--- src/rtl/spq_pkg.sv ---
// Shared types and codes for the sorted priority queue.
`timescale 1ns / 1ps
`default_nettype none
package spq_pkg;

    localparam logic [1:0] ACT_INSERT = 2'd0;
    localparam logic [1:0] ACT_POP    = 2'd1;
    localparam logic [1:0] ACT_QUERY  = 2'd2;

    localparam int KEY_W  = 32;
    localparam int PRIO_W = 16;
    localparam int OCC_W  = 7;

    typedef struct packed {
        logic [1:0]               action;
        logic [KEY_W-1:0]         key;
        logic signed [PRIO_W-1:0] prio;
    } in_t;

    typedef struct packed {
        logic [KEY_W-1:0] out_key;
        logic             hit;
        logic             overflow;
        logic             empty_res;
        logic [OCC_W-1:0] occupancy;
    } out_t;

    // One stored entry as it moves between neighbouring cells
    typedef struct packed {
        logic                     valid;
        logic [KEY_W-1:0]         key;
        logic signed [PRIO_W-1:0] prio;
    } slot_t;

    // Command broadcast to every cell
    typedef struct packed {
        logic                     en;
        logic                     ins;
        logic                     pop;
        logic [KEY_W-1:0]         key;
        logic signed [PRIO_W-1:0] prio;
    } cmd_t;

endpackage
`default_nettype wire

--- src/rtl/spq_cell.sv ---
// One compare-and-shift cell of the sorted queue chain.
`timescale 1ns / 1ps
`default_nettype none
module spq_cell (
    input  wire logic          aclk,
    input  wire logic          aresetn,
    input  wire spq_pkg::cmd_t cmd,
    input  wire logic          left_take,
    input  wire spq_pkg::slot_t left_slot,
    input  wire spq_pkg::slot_t right_slot,
    output logic               take,
    output spq_pkg::slot_t     slot,
    output logic               match
);
    import spq_pkg::*;

    logic                     valid_reg, valid_next;
    logic [KEY_W-1:0]         key_reg, key_next;
    logic signed [PRIO_W-1:0] prio_reg, prio_next;
    logic                     match_reg, match_next;

    // Sorted order makes take monotone along the chain: the first taking
    // cell gets the new entry, those behind it take their left neighbour.
    assign take = cmd.ins & (~valid_reg | (prio_reg >= cmd.prio));

    always_comb begin
        valid_next = valid_reg;
        key_next   = key_reg;
        prio_next  = prio_reg;
        if (cmd.ins && take) begin
            if (left_take) begin
                valid_next = left_slot.valid;
                key_next   = left_slot.key;
                prio_next  = left_slot.prio;
            end else begin
                valid_next = 1'b1;
                key_next   = cmd.key;
                prio_next  = cmd.prio;
            end
        end else if (cmd.pop) begin
            valid_next = right_slot.valid;
            key_next   = right_slot.key;
            prio_next  = right_slot.prio;
        end
    end

    assign match_next = valid_reg & (key_reg == cmd.key) & (prio_reg == cmd.prio);

    always_ff @(posedge aclk) begin
        if (!aresetn) begin
            valid_reg <= 1'b0;
        end else if (cmd.en) begin
            valid_reg <= valid_next;
        end
    end

    always_ff @(posedge aclk) begin
        if (cmd.en) begin
            key_reg   <= key_next;
            prio_reg  <= prio_next;
            match_reg <= match_next;
        end
    end

    assign slot  = '{valid: valid_reg, key: key_reg, prio: prio_reg};
    assign match = match_reg;

endmodule
`default_nettype wire

--- config.mk ---
export PLATFORM = sky130hd
export DESIGN_NAME = spq_cell
export DESIGN_NICKNAME = d
export VERILOG_FILES = /design/src/rtl/spq_pkg.sv /design/src/rtl/spq_cell.sv
export SDC_FILE = /design/constraint.sdc
export NUM_CORES = 1
export LEC_CHECK = 0
export ABC_AREA = 1
export CAP_MARGIN = 20
export CORE_MARGIN = 2
export CORE_UTILIZATION = 43
export DETAILED_ROUTE_END_ITERATION = 10
export DONT_BUFFER_PORTS = 1
export REMOVE_ABC_BUFFERS = 1
export SYNTH_ARGS = -nofsm -noshare
export SYNTH_HDL_FRONTEND = slang
export SYNTH_SLANG_ARGS = --single-unit
--- constraint.sdc ---
create_clock -name aclk -period 3 [get_ports aclk]
set_input_delay 0.15 -clock aclk [delete_from_list [all_inputs] [get_ports aclk]]
set_output_delay 0.15 -clock aclk [all_outputs]
set_load 0.005 [all_outputs]
Yosys cells after proc, flatten, opt, wreduce, memory -nomap -nowiden:

Index checks and enable logic that the tools add are counted.

* bits in registers: 50
* latch bits: 0
* bits in writable memories: 0
* ROM bits: 0
* input bits: 152
* output and inout bits: 51
* word-level logic and storage cells: 24
* memories kept: 0

* add/subtract/negate cells: 0
* multiply operators: 0
* divide/modulo/power cells: 0
* $lt $le $gt $ge: 1
* equality and inequality tests: 2
* shift-type cells: 0
* muxes and demuxes: 9
* bitwise gates (word level): 5
* reductions and logical operators: 3

Operator list (count)
* two-way mux 32 bit: 3
* two-way mux 16 bit: 3
* equality test 32 bit: 1
* equality test 16 bit: 1
* greater-or-equal comparator 16 bit: 1
* bitwise AND 1 bit: 3
* two-way mux 1 bit: 3
* AND reduction 2 bit: 1
* nonzero test 2 bit: 1
* logical AND 1 bit: 1
* NOT 1 bit: 1
* bitwise OR 1 bit: 1

Logic depth before layout (Yosys ltp):

Gate-level depths: netlist of the first run.

* word-level depth: 6
* depth in mapped cells: 20
* depth with buffers taken out: 19

Least setup slack after synthesis of the first run:

Ideal clock, no wire load.

* kind: register to register
* from: reg prio_reg[13]
* to: reg key_reg[0], enable pin
* setup time: 0.402 ns
* arrival: 2.519 ns
* required time: 2.598 ns
* slack: 0.079 ns
* cell stages (with the launch flop): 14
* buffers on the path: 1
* clock period less this slack: 2.921 ns
* cell sequence: edfxtp_1 ha_1 nand2_1 inv_1 o21bai_1 nand2_1 a21oi_2 nand3_1 nand3_2 nand2_2 buf_6 nand2_2 nand2_2 inv_1

* longest elaborated chain between the ends: 6

RTL lines
* from (decl): RTL line spq_cell.sv:19 `logic signed [PRIO_W-1:0] prio_reg, prio_next;`
* from (signal assigned): RTL line spq_cell.sv:60 `prio_reg <= prio_next;`
* greater-or-equal comparator 16 bit: RTL line spq_cell.sv:24 `assign take = cmd.ins & (~valid_reg | (prio_reg >= cmd.prio));`
* bitwise OR 1 bit: RTL line spq_cell.sv:24
* bitwise AND 1 bit: RTL line spq_cell.sv:24
* logical AND 1 bit: RTL line spq_cell.sv:30 `if (cmd.ins && take) begin`
* nonzero test 2 bit (no line)
* AND reduction 2 bit (no line)
* to (signal assigned): RTL line spq_cell.sv:59 `key_reg <= key_next;`
* to (decl): RTL line spq_cell.sv:18 `logic [KEY_W-1:0] key_reg, key_next;`

Every way passes these cells.
A chain may end at the register's enable or synchronous reset.

Worst setup path after layout of the first run:

* from: reg prio_reg[15]
* to: out take

* longest elaborated chain between the ends: 3

RTL lines
* greater-or-equal comparator 16 bit: RTL line spq_cell.sv:24
* bitwise OR 1 bit: RTL line spq_cell.sv:24
* bitwise AND 1 bit: RTL line spq_cell.sv:24
* to (decl): RTL line spq_cell.sv:11 `output logic take,`

Every way passes these cells.

==> results of run 1 <==
## cell usage after synthesis
cell type  number
a2111oi_0       1
a21o_1          1
a21oi_1         5
a21oi_2         1
a221oi_1        6
and3_1          1
buf_1           2
buf_2           7
buf_4           1
buf_6           5
clkbuf_1        6
dfxtp_1         1
edfxtp_1       49
ha_1           16
inv_1          59
inv_2           1
mux2_2          5
nand2_1       193
nand2_2         3
nand3_1         5
nand3_2         1
nand4_1         4
nor2_1         11
nor2_2          1
nor3b_1         1
nor4_1          1
o2111ai_1       1
o21ai_0        53
o21ai_1        10
o21bai_1        1
o22ai_1         5
or2_2           4
xnor2_1        10
xor2_1          2
## per-stage QoR
stage,TNS [ns],instances,instance area [µm²]
4_1_cts,0,571,3730
3_3_place_gp,0,562,3610
3_5_place_dp,0,562,3610
2_1_floorplan,-16.04,452,3440
6_report,0,571,3730
5_1_grt,0,571,3730
## placed cells by master (no fill, tap or decap), types with 4 or more instances in the layout
cell,Yosys,layout
nand2_1,193,193
o21ai_1,10,10
mux2_2,5,5
o22ai_1,5,5
xnor2_1,10,10
o21ai_0,53,53
or2_2,4,4
nand3_1,5,5
buf_4,1,5
nand4_1,4,4
a221oi_1,6,6
clkbuf_8,0,5
nor2_1,11,11
ha_1,16,16
inv_1,59,58
edfxtp_1,49,49
a21oi_1,5,5
## repair_timing
item,in CTS,in global routing
setup buffers,0,0
hold buffers,2,0
endpoints found under the hold margin,2,0
resized for setup,0,0
## logic make-up after synthesis
logic type	synth area share, %
DFF	41.8
muxes	1.58
adders and majority gates	5.61
AOI/OAI and AO/OA	13.0
and+or+nand+nor	25.1
buffers and inverters	9.92
xor gates and xnor gates	2.95
## final cells by class
cell class              count  share of cell area, %
clock buffers               5                   1.84
flip-flops and latches     50                   40.0
well taps                 105                   3.52
multi-input cells         342                   46.2
clock inverters             2                  0.905
inverters                  60                   6.04
repair buffers              7                   1.54
## final timing paths
kind | slack, ns | startpoint | end | cells after the start
hold / removal | 0.03 | right_slot[35] | key_reg[19] | 2
setup reg to reg | 0.65 | prio_reg[15] | key_reg[10] | 11
setup / recovery | 0.36 | prio_reg[15] | take | 9
hold reg to reg | 0.65 | valid_reg | valid_reg | 4
## worst reg2reg max path: stages (launching register included)
cell and delay [ns]:
edfxtp_1 0.43, ha_1 0.36, nand4_1 0.10, nor2_1 0.17, and3_1 0.20, nor2_1 0.06
nand3_2 0.09, nand2_2 0.08, nand2_2 0.07, nand2_2 0.06, inv_2 0.05, buf_4 0.34
## routing by layer
metal,up-vias,routed length [µm]
met3,17,625
li1,1518,-
met2,127,4580
met1,1342,3860
met4,0,190
met5,-,0
## power by group
group | switching (mW) | total [mW] | internal, mW
registers | 0.0542 | 0.904 | 0.850
clock network | 0.224 | 0.466 | 0.242
logic | 0.196 | 0.324 | 0.128
==> flow_summary.toml, run 1 <==
[outcome]
status = "completed"

[logic_synthesis]
ys_types = 34
ys_ff_latch = 50
netlist_instances = 473
synth_area_leader_cell = "edfxtp_1"
avgSynthCellArea_um2 = 7.54
yosys-top-cells-area = "edfxtp_1 (41%), nand2_1 (20%), o21ai_0 (7.4%)"
ys_warn_count = 0
synth.top_cell.area_share_pct = 41.2
netlist_area_um2 = 3570
synth-seq-area-share_pct = 41.8

[clock_network]
cts_root_buf = "clkbuf_8"
cts-htree-levels = 2
insertion_delay_ns = 0.30
cts_made_buffers = 5
clk_path_buf_depth = 2
cts.sinks = 50
cts.clk_slew.worst_paths_ns = 0.09
cts_tree = "built"

[finish]
regArea_um2 = 1490
diodes = 0
post-route-util_pct = 45.9
largest_reg_flops = 32
drive_gt1_share_pct = 6.01
multi_input_area_um2 = 1720
area_delta_synth_final_pct = 4.56
n_fill_cell = 830
nNetsFinal = 634

[critical_path]
crit_fanout = 33
cpLargestDelayFamily = "simple AND/OR/NAND/NOR gates"
crit_top_cell = "nor2_1"
endpoint_kind = "primary output"
crit_required_ns = 2.85
cp_num_buf_inv = 2
startpoint_type = "flip-flop"
slowest_stage = "inv_2"
max_stage_delay_ns = 0.48
path_cells = "ha_1 > nand4_1 > nor2_1 > and3_1 > nor2_1 > nand3_2 > nand2_2 > inv_2 > buf_4"
cp.arrival_ns = 2.49
worst-setup-path-type = "reg -> out"

[place]
numPortBuffers = 0
gp_congestion = 0.798
dp_hpwl_um = 7050
dp_slack_ns = 0.649

[flow_run]
cap_violations = 0

[die]
core_um2 = 8130
start_util_pct = 43.9
fp.dieArea_um2 = 9040
io_pins = 203
rows = 33
die_w_um = 95.1
die_height_um = 95.1

[global_routing]
use_met2_pct = 32.8
grt.met3_usage_pct = 4.27
grt_pass1_vias = 2719
busiest_layer = "met2"
grt_max_degree = 93
grt_pass1_wl_um = 13600
gr-total-overflow = 0
grt_antenna_before_repair = 0
grt_usage_pct = 19.5
use_met1_pct = 25.0

[sta]
relSlewSlack_pct = 57.1
finalClockSkew_ns = 0.00914
min_period_ns = 2.64
setup_ws_ns = 0.356
setup_viol = 0
hold_ws_ns = 0.0295
max_freq_ghz = 0.378
rsz0062_at_grt = "no"
max_slew.worst_pin.slew_ns = 0.643
final_hold_viol_count = 0
fin_crit_sh_pct = 88.1
drv_slew = 0

[hold_path]
holdCritPathClass = "in -> reg"

[detailed_routing]
drtIter0Drc = 151
vias = 3004
routed_wl_um = 9260
wl_per_cell_um = 16.2
first_pass_iters = 5
viasPerCell = 5.26
postRouteAntennaNets = 0
drc_errors = 0

[power_and_ir_drop]
irDropWorstVdd_uv = 159
p_per_area_nw_per_um2 = 454
power_mw = 1.69
power_leakage_nw = 1.74
(Power assumes the default switching activity.)
==> run 2: changes to the inputs <==
ABC_AREA = not set   (was 1)
PLACE_DENSITY = 0.61   (was not set)
clock period = 3.37 ns   (was 3 ns; I/O delays follow)
==> run 2 against run 1 <==
  * Clock power is 23% lower
  * Register-to-register slack worse by 0.27 ns
  * Critical endpoint is now prio_reg[14]
  * Combinational power down 4%
  * Synthesized cell count fell by 40%
  * Core utilization increased by 0.28 points
  * Sequential cell count unchanged
  * Hold slack better by 0.0078 ns
  * Global-route usage shrank 3.2 points
==> flow_summary.toml, run 2 <==
[clock_network]
ctsResizeCount = 0
postCtsSetupBuffers = 0
clk_path_buf_depth = 2
insertion_delay_ns = 0.29
cts-htree-levels = 2
cts.clk_slew.worst_paths_ns = 0.09
cts_tree = "built"
cts.sinks = 50
cts_made_buffers = 5
cts_root_buf = "clkbuf_8"
postCtsHoldBufs = 1

[logic_synthesis]
ys_warn_count = 0
synth_area_leader_cell = "edfxtp_1"
ys_ff_latch = 50
avgSynthCellArea_um2 = 12.9
synth_top_flop_cell = "edfxtp_1"
synth.most_common_cell = "edfxtp_1"
synth.top_cell.area_share_pct = 40.0
ys_types = 33
netlist_instances = 286
netlist_area_um2 = 3680
synthArstFlopShare_pct = 0
yosys-top-cells-count = "edfxtp_1 (49), mux2_4 (47), mux2_2 (34), xor2_1 (31), nand2_1 (20)"
synth-seq-area-share_pct = 40.5
yosys-top-cells-area = "edfxtp_1 (40%), mux2_4 (19%), mux2_2 (10%)"
synth-edff-count = 49

[sta]
final_hold_viol_count = 0
setup_viol = 0
rsz0062_at_grt = "no"
setup_ws_ns = 0.379
max_freq_ghz = 0.334
relSlewSlack_pct = 56.2
max_slew.worst_pin.slew_ns = 0.657
min_period_ns = 2.99
drv_slew = 0
fin_crit_sh_pct = 88.7
tns_ns = 0
hold_ws_ns = 0.0372
finalClockSkew_ns = 0.00565

[detailed_routing]
routed_wl_um = 8050
vias = 2205
first_pass_iters = 4
wl_per_cell_um = 20.6
postRouteAntennaNets = 0
viasPerCell = 5.65
drtIter0Drc = 53
drc_errors = 0

[finish]
regArea_um2 = 1490
drive_gt1_share_pct = 32.6
final_common_cell = "edfxtp_1"
stdcell_area_um2 = 3810
nNetsFinal = 452
largest_reg_flops = 32
final_cell_mix = "edfxtp_1 (49), mux2_4 (47), mux2_2 (34), xor2_1 (31), nand2_1 (20)"
area_delta_synth_final_pct = 3.54
n_fill_cell = 785
multi_input_area_um2 = 1980
diodes = 0

[critical_path]
max_stage_delay_ns = 0.55
endpoint_kind = "flip-flop"
crit_required_ns = 3.36
worst-setup-path-type = "reg -> reg"
path_cells = "ha_1 > nand4_1 > a2111o_1 > a31oi_1 > o31a_2 > o21a_2 > buf_4"
crit_fanout = 27
startpoint_type = "flip-flop"
slowest_stage = "o21a_2"
cp.arrival_ns = 2.98

[outcome]
status = "completed"

[hold_path]
holdCritPathClass = "in -> reg"

[global_routing]
grt_usage_pct = 16.3
grt_pass1_vias = 2270
gr-total-overflow = 0
grt_antenna_before_repair = 0
grt_max_degree = 65
grt_pass1_wl_um = 11400

[die]
fp.dieArea_um2 = 9320
core_um2 = 8260
io_pins = 203
die_w_um = 96.5
die_height_um = 96.5
start_util_pct = 44.6
rows = 33

[place]
placed_area_um2 = 3710
dp_slack_ns = 0.378
dp_hpwl_um = 6240
numPortBuffers = 0
gp_congestion = 0.785

[flow_run]
cap_violations = 0

[power_and_ir_drop]
power_leakage_nw = 1.53
power_mw = 1.47
irDropWorstVdd_uv = 180
p_per_area_nw_per_um2 = 385
[run 2: cell types whose count changed in the layout (fill, tap and decap cells not counted), moves of 9 or more]
| cell | before | now |
|---|---|---|
| nand2_1 | 193 | 20 |
| o21ai_0 | 53 | 16 |
| nor2_1 | 11 | 1 |
| xnor2_1 | 10 | 1 |
| o21ai_1 | 10 | 1 |
| mux2_4 | 0 | 47 |
| inv_1 | 58 | 17 |
| xor2_1 | 2 | 31 |
| mux2_2 | 5 | 34 |
[run 2: path summary, 6_finish.rpt]
path	startpoint	to	slack [ns]	cells after the start
setup / recovery	prio_reg[13]	prio_reg[14]	0.38	7
hold / removal	aresetn	valid_reg	0.04	2
hold reg to reg	valid_reg	valid_reg	0.68	2
setup reg to reg	prio_reg[13]	prio_reg[14]	0.38	7
[run 2: area by class of cell]
| class | count | area share, % |
|---|---|---|
| timing repair buffer | 5 | 1.38 |
| inverter | 17 | 1.67 |
| multi-input combinational | 205 | 52.0 |
| sequential | 50 | 39.1 |
| tap | 105 | 3.45 |
| clock buffer | 8 | 2.36 |
[run 2: power by group]
part / total [mW] / internal [mW] / switching (mW)
Combinational: 0.312 / 0.185 / 0.127
Sequential: 0.797 / 0.751 / 0.0460
Clock: 0.358 / 0.168 / 0.190
Total: 1.47 / 1.10 / 0.363
[run 2: worst max-delay path, delay by kind of cell (launching register included)]
family / cells / cell delay (ns)
fa+ha+maj: 1 / 0.34
simple gates: 1 / 0.20
compound gates: 4 / 1.30
flops: 1 / 0.43
buf+inv: 1 / 0.38
[run 2: kinds of logic (layout without fill, tap and decap cells)]
| group | count (synthesis) | in the layout | share of synthesized area [%] |
|---|---|---|---|
| AO/OA/AOI/OAI | 33 | 33 | 5.30 |
| XOR/XNOR | 32 | 32 | 7.61 |
| adder cells (fa/ha/maj) | 16 | 16 | 5.44 |
| buffers and inverters | 31 | 30 | 5.71 |
| flip-flops | 50 | 50 | 40.5 |
| multiplexers | 82 | 82 | 29.8 |
| AND/OR/NAND/NOR | 42 | 42 | 5.57 |
[run 2: layer usage]
metal / share of wire, % / GRT usage, % / vias up
met2: 50 / 29.5 / 134
met1: 39 / 18.6 / 1017
li1: - / - / 1048
met3: 10 / 4.89 / 6
met5: 0 / 0 / -
met4: 1.2 / 4.58 / 0
[run 2: per-stage QoR]
step / instances / util (%)
3_3_place_gp: 381 / 44.9
6_report: 390 / 46.2
4_1_cts: 390 / 46.2
2_1_floorplan: 272 / -
5_1_grt: 390 / 46.2
3_5_place_dp: 381 / 44.9
==> run 3: changes to the inputs <==
CELL_PAD_IN_SITES_DETAIL_PLACEMENT = 0   (was not set)
CELL_PAD_IN_SITES_GLOBAL_PLACEMENT = 1   (was not set)
PLACE_DENSITY = 0.76   (was 0.61)
==> run 3 against run 2 <==
  * Final cell count decreased by 0.26%
  * Wire length increased by 2.9%
  * Sequential share of layout area increased by 0.17 points
  * First-iteration DRC count decreased by 38%
  * Largest cell class unchanged
  * Core utilization decreased by 0.20 points
  * Sequential cell count unchanged
  * Register-to-register slack improved by 0.25 ns
  * Die area unchanged
  * Clock power decreased by 4%
  * Clock skew decreased by 0.00098 ns
  * Critical path depth unchanged
==> flow_summary.toml, run 3 (synthesis gave the netlist of run 2 again) <==
[clock_network]
cts_root_buf = "clkbuf_8"
cts-htree-levels = 2
clk_path_buf_depth = 2
insertion_delay_ns = 0.30
cts_made_buffers = 5
ctsResizeCount = 0
cts.sinks = 50
cts_tree = "built"
cts.clk_slew.worst_paths_ns = 0.09

[critical_path]
startpoint_type = "flip-flop"
crit_fanout = 50
r2r_slack_ns = 0.63
r2r_start = "prio_reg[13]"
worst-setup-path-type = "reg -> reg"
r2r_end = "key_reg[31]"
endpoint_kind = "flip-flop"
crit_required_ns = 3.43
ff2ff_path_depth = 7
cp.arrival_ns = 2.80

[sta]
max_slew.worst_pin.slew_ns = 0.488
min_period_ns = 2.74
hold_ws_ns = 0.0297
drv_slew = 0
rsz0062_at_grt = "no"
final_hold_viol_count = 0
fin_crit_sh_pct = 81.3
setup_viol = 0
finalClockSkew_ns = 0.00467
max_freq_ghz = 0.365
relSlewSlack_pct = 67.1

[detailed_routing]
postRouteAntennaNets = 0
drc_errors = 0
drtIter0Drc = 33
vias = 2254
routed_wl_um = 8280
viasPerCell = 5.79
first_pass_iters = 4
wl_per_cell_um = 21.3

[finish]
final_cells = 389
area_delta_synth_final_pct = 3.09
final_cell_mix = "edfxtp_1 (49), mux2_4 (47), mux2_2 (34), xor2_1 (31), nand2_1 (20)"
largest_reg_flops = 32
drive_gt1_share_pct = 32.4
regArea_um2 = 1490
nNetsFinal = 451
multi_input_area_um2 = 1980
diodes = 0
n_fill_cell = 779
final_common_cell = "edfxtp_1"

[die]
die_w_um = 96.5
fp.dieArea_um2 = 9320
die_height_um = 96.5
start_util_pct = 44.6
rows = 33
io_pins = 203
core_um2 = 8260

[power_and_ir_drop]
p_per_area_nw_per_um2 = 383
power_leakage_nw = 1.52
irDropWorstVdd_uv = 171
power_mw = 1.45

[global_routing]
gr-total-overflow = 0
grt_pass1_vias = 2360
grt_antenna_before_repair = 0
grt_usage_pct = 16.5
grt_pass1_wl_um = 11400
grt_max_degree = 65

[place]
gp_congestion = 0.723
dp_cells = 380
numPortBuffers = 0
dp_hpwl_um = 6330

[hold_path]
holdCritPathClass = "in -> reg"
hold_path_end = "valid_reg"
min_from = "aresetn"
min_path_cells = 2

[flow_run]
cap_violations = 0

[outcome]
status = "completed"
==> run 3: worst max-delay path by stage <==
stage                  from  slack [ns]  depth (start not counted)          end
2_1_floorplan  prio_reg[13]       -1.66                          6   key_reg[0]
3_3_place_gp   prio_reg[13]        0.68                          7  key_reg[31]
3_5_place_dp   prio_reg[13]        0.63                          7  key_reg[31]
4_1_cts        prio_reg[13]        0.61                          7  key_reg[31]
5_1_grt        prio_reg[13]        0.45                          6  key_reg[31]
6_report       prio_reg[13]        0.63                          7  key_reg[31]
==> run 3: power breakdown <==
| part | switching (mW) | internal, mW |
|---|---|---|
| clock | 0.199 | 0.143 |
| combinational | 0.128 | 0.185 |
| sequential | 0.0463 | 0.751 |
==> run 3: metrics by stage <==
step	cell area (µm²)	setup TNS (ns)	setup WS (ns)	util (%)
after floorplan	3530	-109.96	-1.66	-
after global placement	3700	0	0.684	44.8
after detailed placement	3700	0	0.634	44.8
after CTS	3790	0	0.615	46.0
after global routing	3790	0	0.451	46.0
final	3790	0	0.630	46.0
==> run 3: timing repair <==
action / in CTS / in global routing
setup buffers: 0 / 0
setup endpoints to repair: 0 / 0
hold buffers: 1 / 0
endpoints found under the hold margin: 1 / 0
==> run 3: per-layer routing <==
layer	wire length (µm)	global-route usage, %	up-vias
met5	0	0	-
met4	112	4.46	0
met3	1080	7.99	10
met2	4100	30.1	146
met1	2980	16.8	1051
li1	-	-	1047
==> run 3: cell type report <==
cell class,instances,area share [%]
tap,105,3.46
sequential,50,39.3
clock buffer,6,1.91
inverter,17,1.68
clock inverter,2,0.231
timing repair buffer,4,1.19
multi-input combinational,205,52.2
==> run 3: critical path: stages (launching register included) <==
cell	delay (ns)
edfxtp_1	0.43
ha_1	0.34
nand4_1	0.20
a2111o_1	0.43
a31oi_1	0.16
o31a_2	0.19
buf_12	0.36
mux2_2	0.38
